`src/rtl/core/word_break_prefix_checker_unit_macros.svh`:
```
// assertion helpers for the word break checker
`ifndef WORD_BREAK_PREFIX_CHECKER_UNIT_MACROS_SVH
`define WORD_BREAK_PREFIX_CHECKER_UNIT_MACROS_SVH

`ifndef ASSERT_OFF
`define WBPC_ASSERT(label, expr) \
    label: assert property (@(posedge i_clk) disable iff (!i_rst_n) (expr)) \
        else $error("wbpc assertion failed");
`define WBPC_ASSERT_IMP(label, ante, cons) \
    label: assert property (@(posedge i_clk) disable iff (!i_rst_n) (ante) |-> (cons)) \
        else $error("wbpc assertion failed");
`define WBPC_ASSERT_NXT(label, ante, cons) \
    label: assert property (@(posedge i_clk) disable iff (!i_rst_n) (ante) |=> (cons)) \
        else $error("wbpc assertion failed");
`else
`define WBPC_ASSERT(label, expr)
`define WBPC_ASSERT_IMP(label, ante, cons)
`define WBPC_ASSERT_NXT(label, ante, cons)
`endif

`endif

```
`src/rtl/core/wbpc_pkg.sv`:
```
package wbpc_pkg;

    // fixed field widths
    localparam int SYM_W  = 8;
    localparam int LEN_W  = 5;
    localparam int CNT_W  = 16;
    localparam int USER_W = 3;
    localparam int OUT_W  = 24;
    localparam int PAD_W  = OUT_W - CNT_W - 2;

    // bit of tuser carrying the text start mark
    localparam int USER_START_BIT = 2;

    localparam logic [CNT_W-1:0] SEEN_MAX = {CNT_W{1'b1}};

    // input word kinds
    typedef enum logic [1:0] {
        ACT_DICT  = 2'd0,
        ACT_TEXT  = 2'd1,
        ACT_CLEAR = 2'd2
    } t_action;

    // sequencer states
    typedef enum logic [2:0] {
        ST_IDLE = 3'b001,
        ST_SCAN = 3'b010,
        ST_FIN  = 3'b100
    } t_state;

    // command from the sequencer to the dictionary loader
    typedef struct packed {
        logic             take;
        logic             clear;
        logic             last;
        logic [SYM_W-1:0] sym;
    } t_dict_cmd;

endpackage

```
`src/rtl/core/wbpc_dict.sv`:
```
module wbpc_dict #(
    parameter int DICT_WORDS = 64,
    parameter int MAX_WORD   = 16,
    parameter int CNT_W      = $clog2(DICT_WORDS + 1),
    parameter int ADDR_W     = (DICT_WORDS > 1) ? $clog2(DICT_WORDS) : 1,
    parameter int ROW_W      = MAX_WORD * wbpc_pkg::SYM_W + wbpc_pkg::LEN_W
) (
    input  logic                i_clk,
    input  logic                i_rst_n,
    input  wbpc_pkg::t_dict_cmd i_cmd,
    output logic                o_we,
    output logic [ADDR_W-1:0]   o_waddr,
    output logic [ROW_W-1:0]    o_wdata,
    output logic [CNT_W-1:0]    o_count,
    output logic                o_overflow
);

    localparam int WIN_W = MAX_WORD * wbpc_pkg::SYM_W;

    logic [WIN_W-1:0]           r_row, n_row, w_shift_row;
    logic [wbpc_pkg::LEN_W-1:0] r_pend_len, n_pend_len, w_new_len;
    logic                       r_too_long, n_too_long;
    logic [CNT_W-1:0]           r_count, n_count;
    logic                       r_overflow, n_overflow;
    logic                       w_row_full;
    logic                       w_we;

    // pending word kept reversed: newest character in lane 0
    always_comb begin
        w_shift_row[wbpc_pkg::SYM_W-1:0] = i_cmd.sym;
        for (int j = 1; j < MAX_WORD; j++) begin
            w_shift_row[j*wbpc_pkg::SYM_W +: wbpc_pkg::SYM_W] =
                r_row[(j-1)*wbpc_pkg::SYM_W +: wbpc_pkg::SYM_W];
        end
    end

    assign w_row_full = (r_pend_len >= wbpc_pkg::LEN_W'(MAX_WORD));
    assign w_new_len  = w_row_full ? r_pend_len : r_pend_len + wbpc_pkg::LEN_W'(1);

    // character intake and commit at the end mark
    always_comb begin
        n_row      = r_row;
        n_pend_len = r_pend_len;
        n_too_long = r_too_long;
        n_count    = r_count;
        n_overflow = r_overflow;
        w_we       = 1'b0;
        if (i_cmd.clear) begin
            n_pend_len = '0;
            n_too_long = 1'b0;
            n_count    = '0;
            n_overflow = 1'b0;
        end else if (i_cmd.take) begin
            if (w_row_full) begin
                n_too_long = 1'b1;
            end else begin
                n_row      = w_shift_row;
                n_pend_len = w_new_len;
            end
            if (i_cmd.last) begin
                if (r_too_long || w_row_full || (r_count >= CNT_W'(DICT_WORDS))) begin
                    n_overflow = 1'b1;
                end else begin
                    w_we    = 1'b1;
                    n_count = r_count + CNT_W'(1);
                end
                n_pend_len = '0;
                n_too_long = 1'b0;
            end
        end
    end

    always_ff @(posedge i_clk) begin
        if (!i_rst_n) begin
            r_pend_len <= '0;
            r_too_long <= 1'b0;
            r_count    <= '0;
            r_overflow <= 1'b0;
        end else begin
            r_pend_len <= n_pend_len;
            r_too_long <= n_too_long;
            r_count    <= n_count;
            r_overflow <= n_overflow;
        end
    end

    // pending row is payload only
    always_ff @(posedge i_clk) begin
        r_row <= n_row;
    end

    assign o_we       = w_we;
    assign o_waddr    = r_count[ADDR_W-1:0];
    assign o_wdata    = {w_new_len, n_row};
    assign o_count    = r_count;
    assign o_overflow = r_overflow;

endmodule

```
`config.mk`:
```
export PLATFORM = sky130hd
export DESIGN_NAME = wbpc_dict
export DESIGN_NICKNAME = d
export VERILOG_FILES = /design/src/rtl/core/word_break_prefix_checker_unit_macros.svh /design/src/rtl/core/wbpc_pkg.sv /design/src/rtl/core/wbpc_dict.sv
export SDC_FILE = /design/constraint.sdc
export NUM_CORES = 1
export LEC_CHECK = 0
export BUFFER_PORTS_ARGS = -buffer_cell sky130_fd_sc_hd__buf_2
export CAP_MARGIN = 20
export CORE_MARGIN = 10
export CORE_UTILIZATION = 50
export DETAILED_ROUTE_END_ITERATION = 10
export PLACE_DENSITY_LB_ADDON = 0.25
export SKIP_LAST_GASP = 1
export SYNTH_ARGS = -nofsm -noshare
export SYNTH_HDL_FRONTEND = slang
export SYNTH_SLANG_ARGS = --single-unit
```
`constraint.sdc`:
```
create_clock -name i_clk -period 1.7 [get_ports i_clk]
set_input_delay 0.17 -clock i_clk [delete_from_list [all_inputs] [get_ports i_clk]]
set_output_delay 0.17 -clock i_clk [all_outputs]
set_load 0.1 [all_outputs]
```
==> results of run 1 <==
-- metrics by stage --
stage / utilization (%) / TNS [ps]
floorplan: - / -335
global placement: 74.0 / -2000
detailed placement: 74.0 / -4800
CTS: 89.7 / -65960
-- cell families after synthesis --
family,after synthesis
compound gates,10
xor+xnor,8
fa+ha+maj,3
buf+inv,27
flops,142
mux,129
simple gates,37
-- what timing repair did --
| action | CTS |
|---|---|
| cloned | 1 |
| hold buffers | 10 |
| hold endpoints to repair | 12 |
| endpoints found under the setup margin | 134 |
| gates resized for setup | 197 |
| pin swaps | 4 |
| setup buffers | 18 |
-- cell usage after synthesis --
cell type	instances	share of area [%]
xnor2_1	3	0.54
nand3_1	7	0.71
xor2_1	5	0.89
nor2_4	1	0.23
buf_1	1	0.076
buf_6	14	3.2
nor2_1	13	0.99
a31oi_1	1	0.13
nand4b_1	1	0.18
a22oi_1	3	0.46
a21o_1	1	0.15
buf_4	7	1.1
nor3b_1	1	0.15
and3_1	4	0.51
clkbuf_1	1	0.076
ha_1	3	0.76
nand2b_1	2	0.25
o21ai_0	1	0.10
a21oi_1	4	0.41
nand2_1	5	0.38
dfxtp_1	142	58
or3_1	1	0.13
nor4b_4	1	0.48
inv_1	4	0.31
mux2_2	129	30
nand2b_4	1	0.28
==> results.sh, run 1 <==
export IMPL_placed_cell_area_um2=7170
export IMPL_avgSynthCellArea_um2=13.8
export IMPL_synthSimpleGateAreaFrac_pct=4.31
export IMPL_syn_area_um2=4910
export IMPL_synth_nets=372
export IMPL_port_buffers=160
export IMPL_die_x_um=119
export IMPL_synth_mux_area_share_pct=29.6
export IMPL_synthXorXnorAreaFrac_pct=1.43
export IMPL_lastStage="global routing (5_1_grt)"
export IMPL_outcome="did not finish"
export IMPL_synthAdderAreaFrac_pct=0.765
export IMPL_netlist_instances=356
export IMPL_place_hpwl_um=9380
export IMPL_dp_cells=646
export IMPL_ys_warnings_count=0
export IMPL_cts_max_level=4
export IMPL_grt_start_max_net_pins=17
export IMPL_synth_distinct_cells=26
export IMPL_seq_area_frac_synth_pct=57.9
export IMPL_io_pins=161
export IMPL_first_error="[ERROR DPL-0038] Utilization greater than 100%, impossible to legalize"
export IMPL_clk_root_buffer_cell="clkbuf_8"
export IMPL_die_h_um=119
export IMPL_grt_worst_endpoint="o_wdata[49]"
export IMPL_pre_cts_slack_ps=-92.1
export IMPL_cts_sinks=142
export IMPL_synth_compound_area_share_pct=1.25
export IMPL_rows=36
export IMPL_worst_ep_kind="output port"
export IMPL_clk_path_buf_depth=2
export IMPL_ys_ff_latch=142
export IMPL_start_util_pct=50.7
export IMPL_synth_top_family_by_area="multiplexers"
export IMPL_cts_made_buffers=17
export IMPL_gp_congestion=0.795
==> run 2, diff against run 1 <==
--- a/config.mk
+++ b/config.mk
@@ -8,9 +8,9 @@
 export BUFFER_PORTS_ARGS = -buffer_cell sky130_fd_sc_hd__buf_2
 export CAP_MARGIN = 20
 export CORE_MARGIN = 10
-export CORE_UTILIZATION = 50
+export CORE_UTILIZATION = 35
 export DETAILED_ROUTE_END_ITERATION = 10
-export PLACE_DENSITY_LB_ADDON = 0.25
+export PLACE_DENSITY_LB_ADDON = 0.15
 export SKIP_LAST_GASP = 1
 export SYNTH_ARGS = -nofsm -noshare
 export SYNTH_HDL_FRONTEND = slang
==> run 2 against run 1 <==
Compared with the run above:
- the flow now finishes, with violations (negative setup slack)
- synthesized area unchanged
- synthesized cell count unchanged
==> results.sh, run 2 <==
export IMPL_cp_end_kind="primary output"
export IMPL_fmaxAchievable_mhz=483
export IMPL_outcome="complete, but fails checks"
export IMPL_final_antenna_net_count=0
export IMPL_grt_pass1_wl_um=20400
export IMPL_viasPerCell=4.51
export IMPL_r2r_start="r_pend_len[4]"
export IMPL_slew_viol_final=0
export IMPL_tightest_slew_ps=506
export IMPL_crit_required_ps=1530
export IMPL_drt_wl_total_um=12900
export IMPL_die_h_um=138
export IMPL_yosysTopAreaCell="dfxtp_1"
export IMPL_ys_warnings_count=0
export IMPL_cts_made_buffers=17
export IMPL_clkTransAtPathRegs_ps=60
export IMPL_wl_per_cell_um=17.3
export IMPL_hold_class="primary input to register"
export IMPL_top_register="r_row"
export IMPL_slew_limit_headroom_pct=65.9
export IMPL_avgSynthCellArea_um2=13.8
export IMPL_synth_top_flop_cell="dfxtp_1"
export IMPL_hold_viol=0
export IMPL_grt_start_max_net_pins=17
export IMPL_drv_cap=0
export IMPL_hold_depth=2
export IMPL_die_x_um=138
export IMPL_whs_ps=25.1
export IMPL_die_area_um2=19200
export IMPL_start_util_pct=35.5
export IMPL_async_reset_ff_share_pct=0
export IMPL_reg2reg_depth=7
export IMPL_io_pins=161
export IMPL_cts_sinks=142
export IMPL_fin_skew_ps=5.17
export IMPL_dp_cells=700
export IMPL_yosysMostFrequentCell="dfxtp_1"
export IMPL_insertion_delay_ps=410
export IMPL_fp_coreArea_um2=13800
export IMPL_n_antenna_cell=0
export IMPL_fin_nets=572
export IMPL_antenna_found_initial=0
export IMPL_grt_overflow=0
export IMPL_seq_area_frac_synth_pct=57.9
export IMPL_finalSetupViolCount=130
export IMPL_port_buffers=160
export IMPL_r2r_setup_slack_ps=170
export IMPL_path_class="register to primary output"
export IMPL_violations="negative setup slack"
export IMPL_min_to="r_row[2]"
export IMPL_postLayoutCoreUtil_pct=61.6
export IMPL_r2r_end="r_row[106]"
export IMPL_gp_congestion=0.754
export IMPL_syn_area_um2=4910
export IMPL_fin_setup_tns_ps=-41550
export IMPL_vias=3360
export IMPL_synth_edff_count=0
export IMPL_synth_distinct_cells=26
export IMPL_arrival_ps=1900
export IMPL_mostFrequentLayoutCell="dfxtp_1"
export IMPL_final_cells=745
export IMPL_ys_ff_latch=142
export IMPL_clk_root_buffer_cell="clkbuf_16"
export IMPL_yosys_top_cells_area="dfxtp_1 (58%), mux2_2 (30%), buf_6 (3.2%), buf_4 (1.1%), nor2_1 (0.99%)"
export IMPL_rsz0062_at_grt="true"
export IMPL_drcViolationCount=0
export IMPL_netlist_instances=356
export IMPL_clk_path_buf_depth=2
export IMPL_synth_nets=372
export IMPL_grt_pass1_vias=3644
export IMPL_yosys_area_top_type_share_pct=57.9
export IMPL_finalCritPeriodShare_pct=122
export IMPL_drt_iter0_drc=71
export IMPL_cts_max_level=4
export IMPL_synth_common_cells="dfxtp_1 (142), mux2_2 (129), buf_6 (14), nor2_1 (13)"
export IMPL_mostFrequentLayoutCells="dfxtp_1 (136), mux2_4 (125), buf_12 (66)"
export IMPL_rows=43
export IMPL_crit_path_max_fanout=15
export IMPL_min_delay_start="i_cmd[2]"
export IMPL_cts_tree="yes"
export IMPL_dr_pass1_iters=4
export IMPL_place_hpwl_um=9270
export IMPL_drive_gt1_share_pct=66.0
export IMPL_syn2layout_area_growth_pct=73.6
export IMPL_finalCriticalPeriod_ps=2070
export IMPL_largest_register_ffs=128
export IMPL_setup_slack_ps=-371
export IMPL_grt_usage_pct=13.2
export IMPL_start_kind="register"
[run 2: cell counts after synthesis]
No cell type changed its count.
[run 2: how the worst max path moves through the flow]
stage / slack, ps / cells after the start / end / from
2_1_floorplan: -340 / 3 / o_we / o_count[6]
3_3_place_gp: -10 / 6 / o_wdata[119] / r_pend_len[4]
3_5_place_dp: -30 / 6 / o_wdata[112] / r_pend_len[4]
4_1_cts: -410 / 6 / o_wdata[73] / r_pend_len[4]
5_1_grt: -460 / 6 / o_wdata[39] / r_pend_len[4]
6_report: -370 / 6 / o_wdata[39] / r_pend_len[4]
[run 2: critical path, cell delays in order (launching register included)]
cell      delay (ps)
dfxtp_1          310
nand2b_4         140
nor2_4           120
buf_12           190
buf_12           170
mux2_4           310
buf_4            230
[run 2: final cells by class]
| class | instances | area, um^2 |
|---|---|---|
| repair buffers | 204 | 2510 |
| fillers | 1040 | 5310 |
| flip-flops and latches | 142 | 2850 |
| clock buffers | 21 | 470 |
| inverters | 4 | 17.5 |
| well taps | 180 | 225 |
| multi-input cells | 187 | 2380 |
| clock inverters | 7 | 66.3 |
[run 2: through the flow]
step	instance area, um^2	setup slack, ps
floorplan	5420	-335
global placement	7210	-11.0
detailed placement	7210	-28.8
CTS	8410	-415
global route	8520	-461
finish	8520	-371
[run 2: cells by family after synthesis]
kind of cell | share of synthesized area (%)
XOR/XNOR | 1.43
multiplexers | 29.6
flip-flops | 57.9
AO/OA/AOI/OAI | 1.25
buffers and inverters | 4.74
AND/OR/NAND/NOR | 4.31
adder cells (fa/ha/maj) | 0.765
[run 2: metal layers]
| layer | GRT usage, % | routed length, um | up-vias | part of all wire [%] |
|---|---|---|---|---|
| li1 | - | - | 1634 | - |
| met1 | 14.5 | 5180 | 1615 | 40 |
| met2 | 20.9 | 6230 | 105 | 48 |
| met3 | 8.05 | 1380 | 6 | 11 |
| met4 | 3.83 | 77 | 0 | 0.60 |
| met5 | 0 | 0 | - | 0 |
[run 2: what timing repair did]
| action | 4_1_cts | 5_1_grt |
|---|---|---|
| endpoints found under the setup margin | 132 | 133 |
| hold buffers | 6 | 0 |
| setup buffers | 10 | 1 |
| endpoints found under the hold margin | 6 | 0 |
| pin swaps | 2 | 1 |
| resized for setup | 160 | 29 |
Power of run 2 is left out: the tool's default activity adds up to more than one toggle a clock period on the data nets, which glitch-free logic cannot reach.
