$ cat src/rtl/core/word_break_prefix_checker_unit_macros.svh
// assertion helpers for the word break checker
`ifndef WORD_BREAK_PREFIX_CHECKER_UNIT_MACROS_SVH
`define WORD_BREAK_PREFIX_CHECKER_UNIT_MACROS_SVH

`ifndef ASSERT_OFF
`define WBPC_ASSERT(label, expr) \
    label: assert property (@(posedge i_clk) disable iff (!i_rst_n) (expr)) \
        else $error("wbpc assertion failed");
`define WBPC_ASSERT_IMP(label, ante, cons) \
    label: assert property (@(posedge i_clk) disable iff (!i_rst_n) (ante) |-> (cons)) \
        else $error("wbpc assertion failed");
`define WBPC_ASSERT_NXT(label, ante, cons) \
    label: assert property (@(posedge i_clk) disable iff (!i_rst_n) (ante) |=> (cons)) \
        else $error("wbpc assertion failed");
`else
`define WBPC_ASSERT(label, expr)
`define WBPC_ASSERT_IMP(label, ante, cons)
`define WBPC_ASSERT_NXT(label, ante, cons)
`endif

`endif

$ cat src/rtl/core/wbpc_pkg.sv
package wbpc_pkg;

    // fixed field widths
    localparam int SYM_W  = 8;
    localparam int LEN_W  = 5;
    localparam int CNT_W  = 16;
    localparam int USER_W = 3;
    localparam int OUT_W  = 24;
    localparam int PAD_W  = OUT_W - CNT_W - 2;

    // bit of tuser carrying the text start mark
    localparam int USER_START_BIT = 2;

    localparam logic [CNT_W-1:0] SEEN_MAX = {CNT_W{1'b1}};

    // input word kinds
    typedef enum logic [1:0] {
        ACT_DICT  = 2'd0,
        ACT_TEXT  = 2'd1,
        ACT_CLEAR = 2'd2
    } t_action;

    // sequencer states
    typedef enum logic [2:0] {
        ST_IDLE = 3'b001,
        ST_SCAN = 3'b010,
        ST_FIN  = 3'b100
    } t_state;

    // command from the sequencer to the dictionary loader
    typedef struct packed {
        logic             take;
        logic             clear;
        logic             last;
        logic [SYM_W-1:0] sym;
    } t_dict_cmd;

endpackage

$ cat src/rtl/core/wbpc_match.sv
module wbpc_match #(
    parameter int MAX_WORD = 16
) (
    input  logic [MAX_WORD*wbpc_pkg::SYM_W-1:0] i_row,
    input  logic [wbpc_pkg::LEN_W-1:0]          i_len,
    input  logic [MAX_WORD*wbpc_pkg::SYM_W-1:0] i_window,
    input  logic [MAX_WORD-1:0]                 i_hist,
    output logic                                o_hit
);

    logic w_chars_ok;
    logic w_hist_ok;

    // lane j of the stored row lines up with the character j back in the window
    always_comb begin
        w_chars_ok = 1'b1;
        w_hist_ok  = 1'b0;
        for (int j = 0; j < MAX_WORD; j++) begin
            if ((wbpc_pkg::LEN_W'(j) < i_len) &&
                (i_row[j*wbpc_pkg::SYM_W +: wbpc_pkg::SYM_W] !=
                 i_window[j*wbpc_pkg::SYM_W +: wbpc_pkg::SYM_W])) begin
                w_chars_ok = 1'b0;
            end
            if (i_len == wbpc_pkg::LEN_W'(j + 1)) begin
                w_hist_ok = i_hist[j];
            end
        end
    end

    // the prefix before the word must itself be breakable
    assign o_hit = (i_len != '0) && (i_len <= wbpc_pkg::LEN_W'(MAX_WORD)) &&
                   w_hist_ok && w_chars_ok;

endmodule

$ cat config.mk
export PLATFORM = sky130hd
export DESIGN_NAME = wbpc_match
export DESIGN_NICKNAME = d
export VERILOG_FILES = /design/src/rtl/core/word_break_prefix_checker_unit_macros.svh /design/src/rtl/core/wbpc_pkg.sv /design/src/rtl/core/wbpc_match.sv
export SDC_FILE = /design/constraint.sdc
export NUM_CORES = 1
export LEC_CHECK = 0
export ABC_CLOCK_PERIOD_IN_PS = 2900
export BUFFER_PORTS_ARGS = -buffer_cell sky130_fd_sc_hd__buf_2
export CAP_MARGIN = 20
export CORE_AREA = 2 2 109 111
export DETAILED_ROUTE_END_ITERATION = 8
export DIE_AREA = 0 0 111 113
export RECOVER_POWER = 50
export SLEW_MARGIN = 25
export SYNTH_ARGS = -nofsm -noshare
export SYNTH_HDL_FRONTEND = slang
export SYNTH_SLANG_ARGS = --single-unit
$ cat constraint.sdc
create_clock -name vclk -period 2.9
set_input_delay 0.58 -clock vclk [all_inputs]
set_output_delay 0.58 -clock vclk [all_outputs]
set_load 0.05 [all_outputs]
### Word level (Yosys, flattened, before mapping)

Cells that the tools add are included.
W data, S select, Z words.

| word-level totals | value |
|---|---|
| register bits | 0 |
| input bits | 277 |
| output and inout port bits | 1 |
| word-level logic and storage cells | 101 |

| operators by class | value |
|---|---|
| order comparisons | 17 |
| equality and inequality tests | 32 |
| multiplexer cells | 32 |
| reduce and logical (&&, ||, !) cells | 20 |

Operators with widths:

| cell | count |
|---|---|
| $ne A8 B8 Y1 | 16 |
| $eq A5 B4 Y1 const B | 8 |
| $lt A4 B5 Y1 const A | 8 |
| $mux W1 | 32 |
| $eq A5 B3 Y1 const B | 4 |
| $lt A3 B5 Y1 const A | 4 |
| $logic_and A1 B1 Y1 | 19 |
| $eq A5 B2 Y1 const B | 2 |
| $lt A1 B5 Y1 const A | 2 |
| $lt A2 B5 Y1 const A | 2 |
| $eq A5 B1 Y1 const B | 1 |
| $eq A5 B5 Y1 const B | 1 |
| $le A5 B5 Y1 const B | 1 |
| $reduce_bool A5 Y1 | 1 |

### Logic depth before layout (Yosys ltp)

Gate-level depths: netlist of the first run.

| depth | value |
|---|---|
| depth after elaboration | 19 |
| depth in mapped cells | 8 |
| depth with buffers taken out | 6 |

### Least setup slack after synthesis of the first run

No wires, ideal clock.

| timing | value |
|---|---|
| path type | input to output |
| start | input i_len[1] (netlist name) |
| end | output o_hit |
| data arrival time | 2532 ps |
| required time | 2320 ps |
| slack | -212 ps |
| stages | 7 |
| cell sequence | buf_4 -> mux2i_1 -> a2111oi_1 -> a211oi_1 -> nor3_1 -> o22ai_2 -> nor4_2 |

| between the ends | value |
|---|---|
| longest elaborated chain between the ends | 19 |
| elaborated cells on any way between the ends | 85 |
| classes of those cells | order compare (17); eq/ne (16); mux (32); reduce/logical (20) |

RTL lines:

| item | RTL line | source |
|---|---|---|
| from (decl) | wbpc_match.sv:5 | `input logic [wbpc_pkg::LEN_W-1:0] i_len,` |
| $lt A1 B5 Y1 or $eq A5 B1 Y1 (tied branches) | wbpc_match.sv:19, wbpc_match.sv:24 |  |
| $logic_and A1 B1 Y1 or $mux W1 (tied branches) | wbpc_match.sv:19, wbpc_match.sv:24 |  |
| $mux W1 (on tied branches) (15 in series) | wbpc_match.sv:19, wbpc_match.sv:24 |  |
| $mux W1 or $logic_and A1 B1 Y1 (tied branches) | wbpc_match.sv:19, wbpc_match.sv:31 |  |
| $logic_and A1 B1 Y1 (*) | wbpc_match.sv:32 | `w_hist_ok && w_chars_ok;` |
| to (decl) | wbpc_match.sv:8 | `output logic o_hit` |

Mark *: on every way between the ends. The rest lies on a longest branch, timed or not.

### Worst setup path after layout of the first run

| timing | value |
|---|---|
| start | input i_len[3] (netlist name) |
| end | output o_hit |

Same word-level chain as after synthesis.

==> results.py, run 1 <==
metrics = {
    "placement": {
        "portBuffers": 278,
        "preCtsSetupSlack_ps": -175,
        "finalWeightedCongestion": 0.774,
        "dp_hpwl_mm": 7.75,
        "dp_cells": 668,
    },
    "timing": {
        "worst-slew-pin-transition_ps": 427,
        "drv_slew": 0,
        "setup_tns_ps": 0,
        "period_minus_slack_ps": 2880,
        "finalSetupViolCount": 0,
        "whs_ps": 1800,
        "rsz0062_at_grt": "true",
        "max_freq_mhz": 347,
        "fin_ws_ps": 17.2,
        "min_period_over_period": 0.994,
        "max_slew_margin": 0.712,
        "finalHoldViolations": 0,
    },
    "global_route": {
        "grt_max_degree": 12,
        "grt_usage": 0.118,
        "first_global_vias": 2810,
        "grt_antenna_before_repair": 0,
        "gr-total-overflow": 0,
        "grt_pass1_wl_mm": 12.3,
    },
    "detailed_routing": {
        "vias": 2722,
        "vias_per_cell": 4.07,
        "drtIter0Drc": 52,
        "drc": 0,
        "wl_per_cell_um": 12.3,
        "firstDrtPassIters": 4,
        "final_antenna_net_count": 0,
        "wl_mm": 8.21,
    },
    "synthesis": {
        "ys_seq_area_frac": 0,
        "yosysMostFrequentCell": "xor2_1",
        "syn_avg_cell_area_um2": 7.86,
        "yosys_warnings": 0,
        "synth.cell_area_um2": 1810,
        "syn_nets": 507,
        "synth_top_area_cell": "xor2_1",
        "synthTopCellsByCount": "xor2_1, xnor2_1, nor4_1",
        "syn_inst": 230,
        "synth_top_area_frac": 0.426,
        "yosys-top-cells-area": "xor2_1, xnor2_1, nor4_1",
        "synth_cell_type_count": 41,
    },
    "setup_path": {
        "required_ps": 2320,
        "worstSetupEndpointType": "output port",
        "start_kind": "primary input",
        "crit_type": "primary input to output port",
        "worstPathArrival_ps": 2300,
        "crit_fanout": 11,
    },
    "layout": {
        "n_antenna_cell": 0,
        "multi_input_area_um2": 1830,
        "final-seq-area_um2": 0,
        "layout.nets": 804,
        "fin_cells": 668,
        "clkbuf_count": 0,
        "drive_gt1_frac": 0.606,
        "fill_cells": 1224,
        "area_growth_pct": 100,
        "seq_cells": 0,
    },
    "floorplanning": {
        "rows": 39,
        "dieArea_um2": 12500,
        "die_w_um": 111,
        "ioPinCount": 278,
        "start_util": 0.160,
        "die_h_um": 113,
        "core_area_um2": 11300,
    },
    "min_path": {
        "hold_class": "primary input to output port",
    },
    "flow_run": {
        "max_cap_viol_count": 0,
    },
    "pwr": {
        "power_density_nw_per_um2": 126,
        "finalPower_uw": 454,
        "leakage_uw": 0.00184,
        "vdd_drop_max_v": 0.0000552,
    },
    "clock_tree": {
        "cts_hold_buf": 0,
        "post_cts.repair.setup_buffers": 0,
    },
    "status": {
        "status": "complete, no violations",
    },
}
==> layer usage <==
layer / track usage / up-vias / wire, µm
li1: - / 1416 / -
met4: 0 / 0 / 0
met3: 0.0129 / 0 / 636
met1: 0.126 / 1174 / 2970
met5: 0 / - / 0
met2: 0.258 / 132 / 4600
==> stage by stage <==
step	area (µm²)	utilization
2_1_floorplan	1820	-
3_3_place_gp	3550	0.315
3_5_place_dp	3550	0.315
4_1_cts	3590	0.319
5_1_grt	3620	0.321
6_report	3620	0.321
==> logic make-up (layout without fill, tap and decap cells) <==
logic type,after synthesis,in the layout,synth area share
muxes,4,4,0.0304
xor gates and xnor gates,128,128,0.620
AOI/OAI and AO/OA,26,26,0.107
buffers and inverters,9,304,0.0291
and+or+nand+nor,63,63,0.213
==> worst max-delay path, cell delays in order <==
cell     delay [ps]
buf_2           120
buf_4           170
nor4_1          260
buf_4           190
a21oi_1          40
o21ai_0         280
nand2_1         140
nor4_4          340
buf_12          180
==> path summary, 6_finish.rpt <==
path,cells after the start,slack [ps],startpoint,endpoint
worst max-delay path,9,20,i_len[3],o_hit
worst min-delay path,7,1800,i_window[118],o_hit
==> where the power goes <==
| part | total, µW | leakage (µW) | switching [µW] | internal (µW) |
|---|---|---|---|---|
| sequential | 0 | 0 | 0 | 0 |
| clock | 0 | 0 | 0 | 0 |
| combinational | 454 | 0.00184 | 187 | 268 |
==> placed cells by master, fill, tap and decap left out, types with 2 or more instances in the layout <==
cell type | Yosys | routed
buf_4 | 2 | 23
inv_1 | 2 | 2
nor3b_1 | 3 | 3
nand4_1 | 12 | 12
mux2_2 | 2 | 2
o21ai_0 | 3 | 3
buf_12 | 0 | 2
nand2_1 | 6 | 6
nor4_2 | 1 | 4
a22oi_1 | 3 | 3
xor2_1 | 88 | 88
nor3_1 | 3 | 3
buf_2 | 3 | 276
nor2_1 | 5 | 5
a21oi_1 | 5 | 4
nor4_1 | 25 | 21
xnor2_1 | 40 | 40
==> what timing repair did <==
item                       4_1_cts  5_1_grt
setup endpoints to repair        1        1
pin swaps                        3        1
resized for setup               10        3
==> cell type report <==
type | instances | share of cell area
well taps | 143 | 0.0494
repair buffers | 301 | 0.441
inverters | 3 | 0.00311
multi-input cells | 221 | 0.507
No activity file was read; power rests on OpenSTA's default activity.
==> inputs of run 2 (changes only) <==
--- a/config.mk
+++ b/config.mk
@@ -5,12 +5,13 @@
 export SDC_FILE = /design/constraint.sdc
 export NUM_CORES = 1
 export LEC_CHECK = 0
+export ABC_AREA = 1
 export ABC_CLOCK_PERIOD_IN_PS = 2900
 export BUFFER_PORTS_ARGS = -buffer_cell sky130_fd_sc_hd__buf_2
 export CAP_MARGIN = 20
-export CORE_AREA = 2 2 109 111
+export CORE_AREA = 2 2 108 110
 export DETAILED_ROUTE_END_ITERATION = 8
-export DIE_AREA = 0 0 111 113
+export DIE_AREA = 0 0 110 112
 export RECOVER_POWER = 50
 export SLEW_MARGIN = 25
 export SYNTH_ARGS = -nofsm -noshare
==> results.py, run 2 <==
metrics = {
    "setup_path": {
        "crit_type": "primary input to output port",
        "crit_fanout": 12,
        "crit_path_frequent_cell": "nand2_1",
        "worstPathArrival_ps": 2090,
        "start_kind": "primary input",
        "cp_slowest_cell": "nor2_4",
        "crit_buf_inv": 2,
        "worstSetupEndpointType": "output port",
        "crit_family": "simple AND/OR/NAND/NOR gates",
        "cpPeakStageDelay_ps": 260,
        "path_cells": "buf_2, nor2_4, nand3_1, nand2_1, nand2_1, nand3_1, nand2_1, nand2_1, nand2_1, nand2_1, nand2_1, nand4_1, nand2_1, nand2_1, nand2_1, a21oi_2, buf_6",
        "required_ps": 2320,
    },
    "layout": {
        "area_growth_pct": 75.6,
        "final_cell_mix": "buf_2, nand2_1, xnor2_1",
        "final_area_um2": 3720,
        "seq_cells": 0,
        "fill_cells": 1270,
        "fin_cells": 790,
        "layout.nets": 925,
        "final-seq-area_um2": 0,
        "final_util": 0.333,
        "drive_gt1_frac": 0.498,
        "clkbuf_count": 0,
        "multi_input_area_um2": 1900,
        "layout_commonest_cell": "buf_2",
    },
    "timing": {
        "finalHoldViolations": 0,
        "rsz0062_at_grt": "false",
        "max_slew_margin": 0.807,
        "worst-slew-pin-transition_ps": 286,
        "setup_tns_ps": 0,
        "period_minus_slack_ps": 2670,
        "finalSetupViolCount": 0,
        "drv_slew": 0,
        "fin_ws_ps": 235,
        "max_freq_mhz": 375,
        "min_period_over_period": 0.919,
    },
    "global_route": {
        "grtUsageMet3": 0.0258,
        "grt_pass1_wl_mm": 12.9,
        "grt_antenna_before_repair": 1,
        "grt_util_met1": 0.140,
        "grt_busiest_layer": "met2",
        "first_global_vias": 3027,
        "grt_usage": 0.130,
        "gr-total-overflow": 0,
        "grt_util_met2": 0.265,
        "grt_max_degree": 13,
    },
    "synthesis": {
        "yosys.area_share.simple": 0.439,
        "synth_top_area_cell": "xnor2_1",
        "yosysMostFrequentCell": "nand2_1",
        "synth_top_family_by_area": "simple AND/OR/NAND/NOR gates",
        "synth_top_area_frac": 0.277,
        "syn_avg_cell_area_um2": 5.81,
        "synth_cell_type_count": 29,
        "synth-compound-area-share": 0.0933,
        "synth_fa_ha_area_frac": 0,
        "syn_inst": 365,
        "muxShareOfSynthArea": 0,
        "yosys.area_share.xor_xnor": 0.364,
        "syn_nets": 642,
        "yosys_warnings": 0,
        "synthTopCellsByCount": "nand2_1, xnor2_1, inv_1",
        "yosys-top-cells-area": "xnor2_1, nand2_1, xor2_1",
        "ys_seq_area_frac": 0,
        "synth.cell_area_um2": 2120,
    },
    "pwr": {
        "p_comb_frac": 1.000,
        "power_density_nw_per_um2": 122,
        "switchingPower_uw": 190,
        "p_int_uw": 263,
        "pwr-share-clk": 0,
        "seq_power_share": 0,
        "vdd_drop_max_v": 0.0000428,
        "leakage_uw": 0.00204,
        "p_sw_frac": 0.420,
    },
    "min_path": {
        "hold_class": "primary input to output port",
    },
    "placement": {
        "dp_cells": 789,
        "finalWeightedCongestion": 0.785,
        "preCtsSetupSlack_ps": 141,
        "place_area_um2": 3710,
        "dp_hpwl_mm": 8.38,
        "portBuffers": 278,
    },
    "detailed_routing": {
        "drtIter0Drc": 116,
        "vias_per_cell": 4.03,
        "vias": 3184,
        "firstDrtPassIters": 4,
        "drc": 0,
        "wl_mm": 8.82,
        "wl_per_cell_um": 11.2,
        "final_antenna_net_count": 0,
    },
    "floorplanning": {
        "ioPinCount": 278,
        "dieArea_um2": 12300,
        "die_w_um": 110,
        "core_area_um2": 11200,
        "die_h_um": 112,
        "start_util": 0.190,
        "rows": 39,
    },
    "status": {
        "status": "complete, no violations",
    },
    "flow_run": {
        "max_cap_viol_count": 0,
    },
}
-- run 2: cell count changes after synthesis, sizes merged, moves of 13 or more --
cell	previous run	this run
inv	3	52
nand2	6	76
nand3	1	18
nand4	12	25
nor2	5	23
nor4	26	4
or2	0	30
xnor2	40	67
xor2	88	21
-- run 2: kinds of logic after synthesis --
logic type      after synthesis
simple gates                189
xor+xnor                     88
buf+inv                      56
compound gates               32
-- run 2: final timing paths --
kind                  startpoint  endpoint  slack (ps)  cells after the start
worst min-delay path  i_hist[15]     o_hit        1570                      4
worst max-delay path    i_len[4]     o_hit         230                     17
-- run 2: tightest hold or removal path: cells and delay by family --
family / cells / cell delay (ps)
AO/OA/AOI/OAI: 1 / 60
buffers and inverters: 2 / 250
AND/OR/NAND/NOR: 1 / 100
-- run 2: power groups by stage --
stage	Clock [µW]	Sequential, µW	Combinational, µW
2_1_floorplan	0	0	208
3_3_place_gp	0	0	454
3_5_place_dp	0	0	457
4_1_cts	0	0	460
5_1_grt	0	0	512
6_report	0.0000462	0	453
-- run 2: layout make-up --
cell class | count | area share
tap | 143 | 0.0481
multi-input combinational | 309 | 0.510
timing repair buffer | 284 | 0.388
inverter | 53 | 0.0534
antenna | 1 | 0.000672
-- run 2: timing repair --
action	CTS	global route
endpoints found under the setup margin	0	1
hold buffers	0	0
endpoints found under the hold margin	0	0
resized for setup	0	3
setup buffers	0	0
-- run 2: per-layer routing --
layer  share of wire  wire length (µm)  vias to the layer above
met5               0                 0                        -
met4               0                 0                        0
met3            0.10               924                        0
met2            0.52              4600                      143
met1            0.37              3290                     1297
li1                -                 -                     1744
-- run 2: metrics by stage --
stage	hold slack [ps]	power [µW]
floorplan	1410	208
global placement	1640	454
detailed placement	1630	457
CTS	1630	460
global route	1600	512
finish	1570	453
==> inputs of run 3 (changes only) <==
--- a/config.mk
+++ b/config.mk
@@ -6,12 +6,12 @@
 export NUM_CORES = 1
 export LEC_CHECK = 0
 export ABC_AREA = 1
-export ABC_CLOCK_PERIOD_IN_PS = 2900
+export ABC_CLOCK_PERIOD_IN_PS = 3200
 export BUFFER_PORTS_ARGS = -buffer_cell sky130_fd_sc_hd__buf_2
 export CAP_MARGIN = 20
-export CORE_AREA = 2 2 108 110
+export CORE_AREA = 2 2 107 109
 export DETAILED_ROUTE_END_ITERATION = 8
-export DIE_AREA = 0 0 110 112
+export DIE_AREA = 0 0 109 111
 export RECOVER_POWER = 50
 export SLEW_MARGIN = 25
 export SYNTH_ARGS = -nofsm -noshare
==> constraint.sdc (replaced) <==
create_clock -name vclk -period 3.2
set_input_delay 0.64 -clock vclk [all_inputs]
set_output_delay 0.64 -clock vclk [all_outputs]
set_load 0.05 [all_outputs]
==> results.py, run 3 (same netlist as run 2, synthesis figures left out) <==
metrics = {
    "status": {
        "status": "complete, no violations",
    },
    "setup_path": {
        "crit_fanout": 6,
        "start_kind": "primary input",
        "worstPathArrival_ps": 2310,
        "cp-startpoint": "i_len[1]",
        "worstSetupEndpointType": "output port",
        "required_ps": 2560,
        "crit_type": "primary input to output port",
    },
    "layout": {
        "final_util": 0.332,
        "fill_cells": 1265,
        "layout.nets": 920,
        "layout_commonest_cell": "buf_2",
        "area_growth_pct": 73.4,
        "seq_cells": 0,
        "n_antenna_cell": 0,
        "multi_input_area_um2": 1900,
        "final_cell_mix": "buf_2, nand2_1, xnor2_1",
        "final-seq-area_um2": 0,
        "clkbuf_count": 0,
        "drive_gt1_frac": 0.495,
    },
    "global_route": {
        "grt_max_degree": 17,
        "grt_util_met2": 0.257,
        "grt_util_met1": 0.139,
        "grtUsageMet3": 0.0270,
        "grt_antenna_before_repair": 0,
        "gr-total-overflow": 0,
        "grt_pass1_wl_mm": 12.8,
        "grt_usage": 0.128,
        "grt_busiest_layer": "met2",
        "first_global_vias": 3028,
    },
    "detailed_routing": {
        "wl_per_cell_um": 10.9,
        "drtIter0Drc": 77,
        "firstDrtPassIters": 4,
        "vias": 3191,
        "final_antenna_net_count": 0,
        "vias_per_cell": 4.07,
        "drc": 0,
        "wl_mm": 8.56,
    },
    "timing": {
        "worst-slew-pin-transition_ps": 312,
        "finalSetupViolCount": 0,
        "setup_tns_ps": 0,
        "max_freq_mhz": 339,
        "min_period_over_period": 0.923,
        "rsz0062_at_grt": "false",
        "period_minus_slack_ps": 2950,
        "drv_slew": 0,
        "fin_ws_ps": 247,
        "finalHoldViolations": 0,
        "max_slew_margin": 0.792,
    },
    "floorplanning": {
        "ioPinCount": 278,
        "dieArea_um2": 12100,
        "die_w_um": 109,
        "die_h_um": 111,
        "start_util": 0.191,
        "rows": 39,
        "core_area_um2": 11100,
    },
    "min_path": {
        "hold_class": "primary input to output port",
        "min_from": "i_hist[15]",
    },
    "placement": {
        "portBuffers": 278,
        "preCtsSetupSlack_ps": 215,
        "finalWeightedCongestion": 0.794,
        "dp_hpwl_mm": 8.14,
    },
    "pwr": {
        "finalPower_uw": 404,
        "vdd_drop_max_v": 0.0000439,
        "leakage_uw": 0.00202,
        "power_density_nw_per_um2": 110,
    },
    "flow_run": {
        "max_cap_viol_count": 0,
    },
    "clock_tree": {
        "cts_resized": 0,
        "cts_hold_buf": 0,
        "post_cts.repair.setup_buffers": 0,
    },
}
-- run 3: cell count changes in the layout (fill, tap and decap cells not counted), sizes merged --
cell	previous run	this run
buf	284	279
diode	1	0
-- run 3: critical path, cell delays in order --
cell and delay [ps]:
buf_2 140, nor2_1 240, nand2_1 160, inv_1 120, a21oi_1 90, o21ai_1 150
nand4_1 120, a21oi_1 130, nand3_1 100, a21oi_2 140, buf_2 280
-- run 3: final timing paths --
check / depth (start not counted) / endpoint
worst max-delay path: 11 / o_hit
worst min-delay path: 4 / o_hit
-- run 3: per-layer routing --
layer,vias to the layer above,wire [µm]
met3,6,909
met2,150,4370
li1,1732,-
met4,0,66
met1,1303,3220
met5,-,0
-- run 3: power breakdown --
part	internal, µW	leakage, µW	switching, µW	total [µW]
clock network	0	0	0	0
logic	234	0.00202	169	404
registers	0	0	0	0
-- run 3: through the flow --
stage / area [µm²] / hold slack (ps) / cells
3_5_place_dp: 3680 / 1770 / 784
3_3_place_gp: 3680 / 1770 / 784
2_1_floorplan: 2120 / 1530 / 365
4_1_cts: 3680 / 1770 / 784
6_report: 3680 / 1760 / 784
5_1_grt: 3680 / 1780 / 784
-- run 3: final cells by class --
type,instances,share of cell area
Inverter,53,0.0541
Timing Repair Buffer,279,0.381
Multi-Input combinational cell,309,0.517
Tap cell,143,0.0487
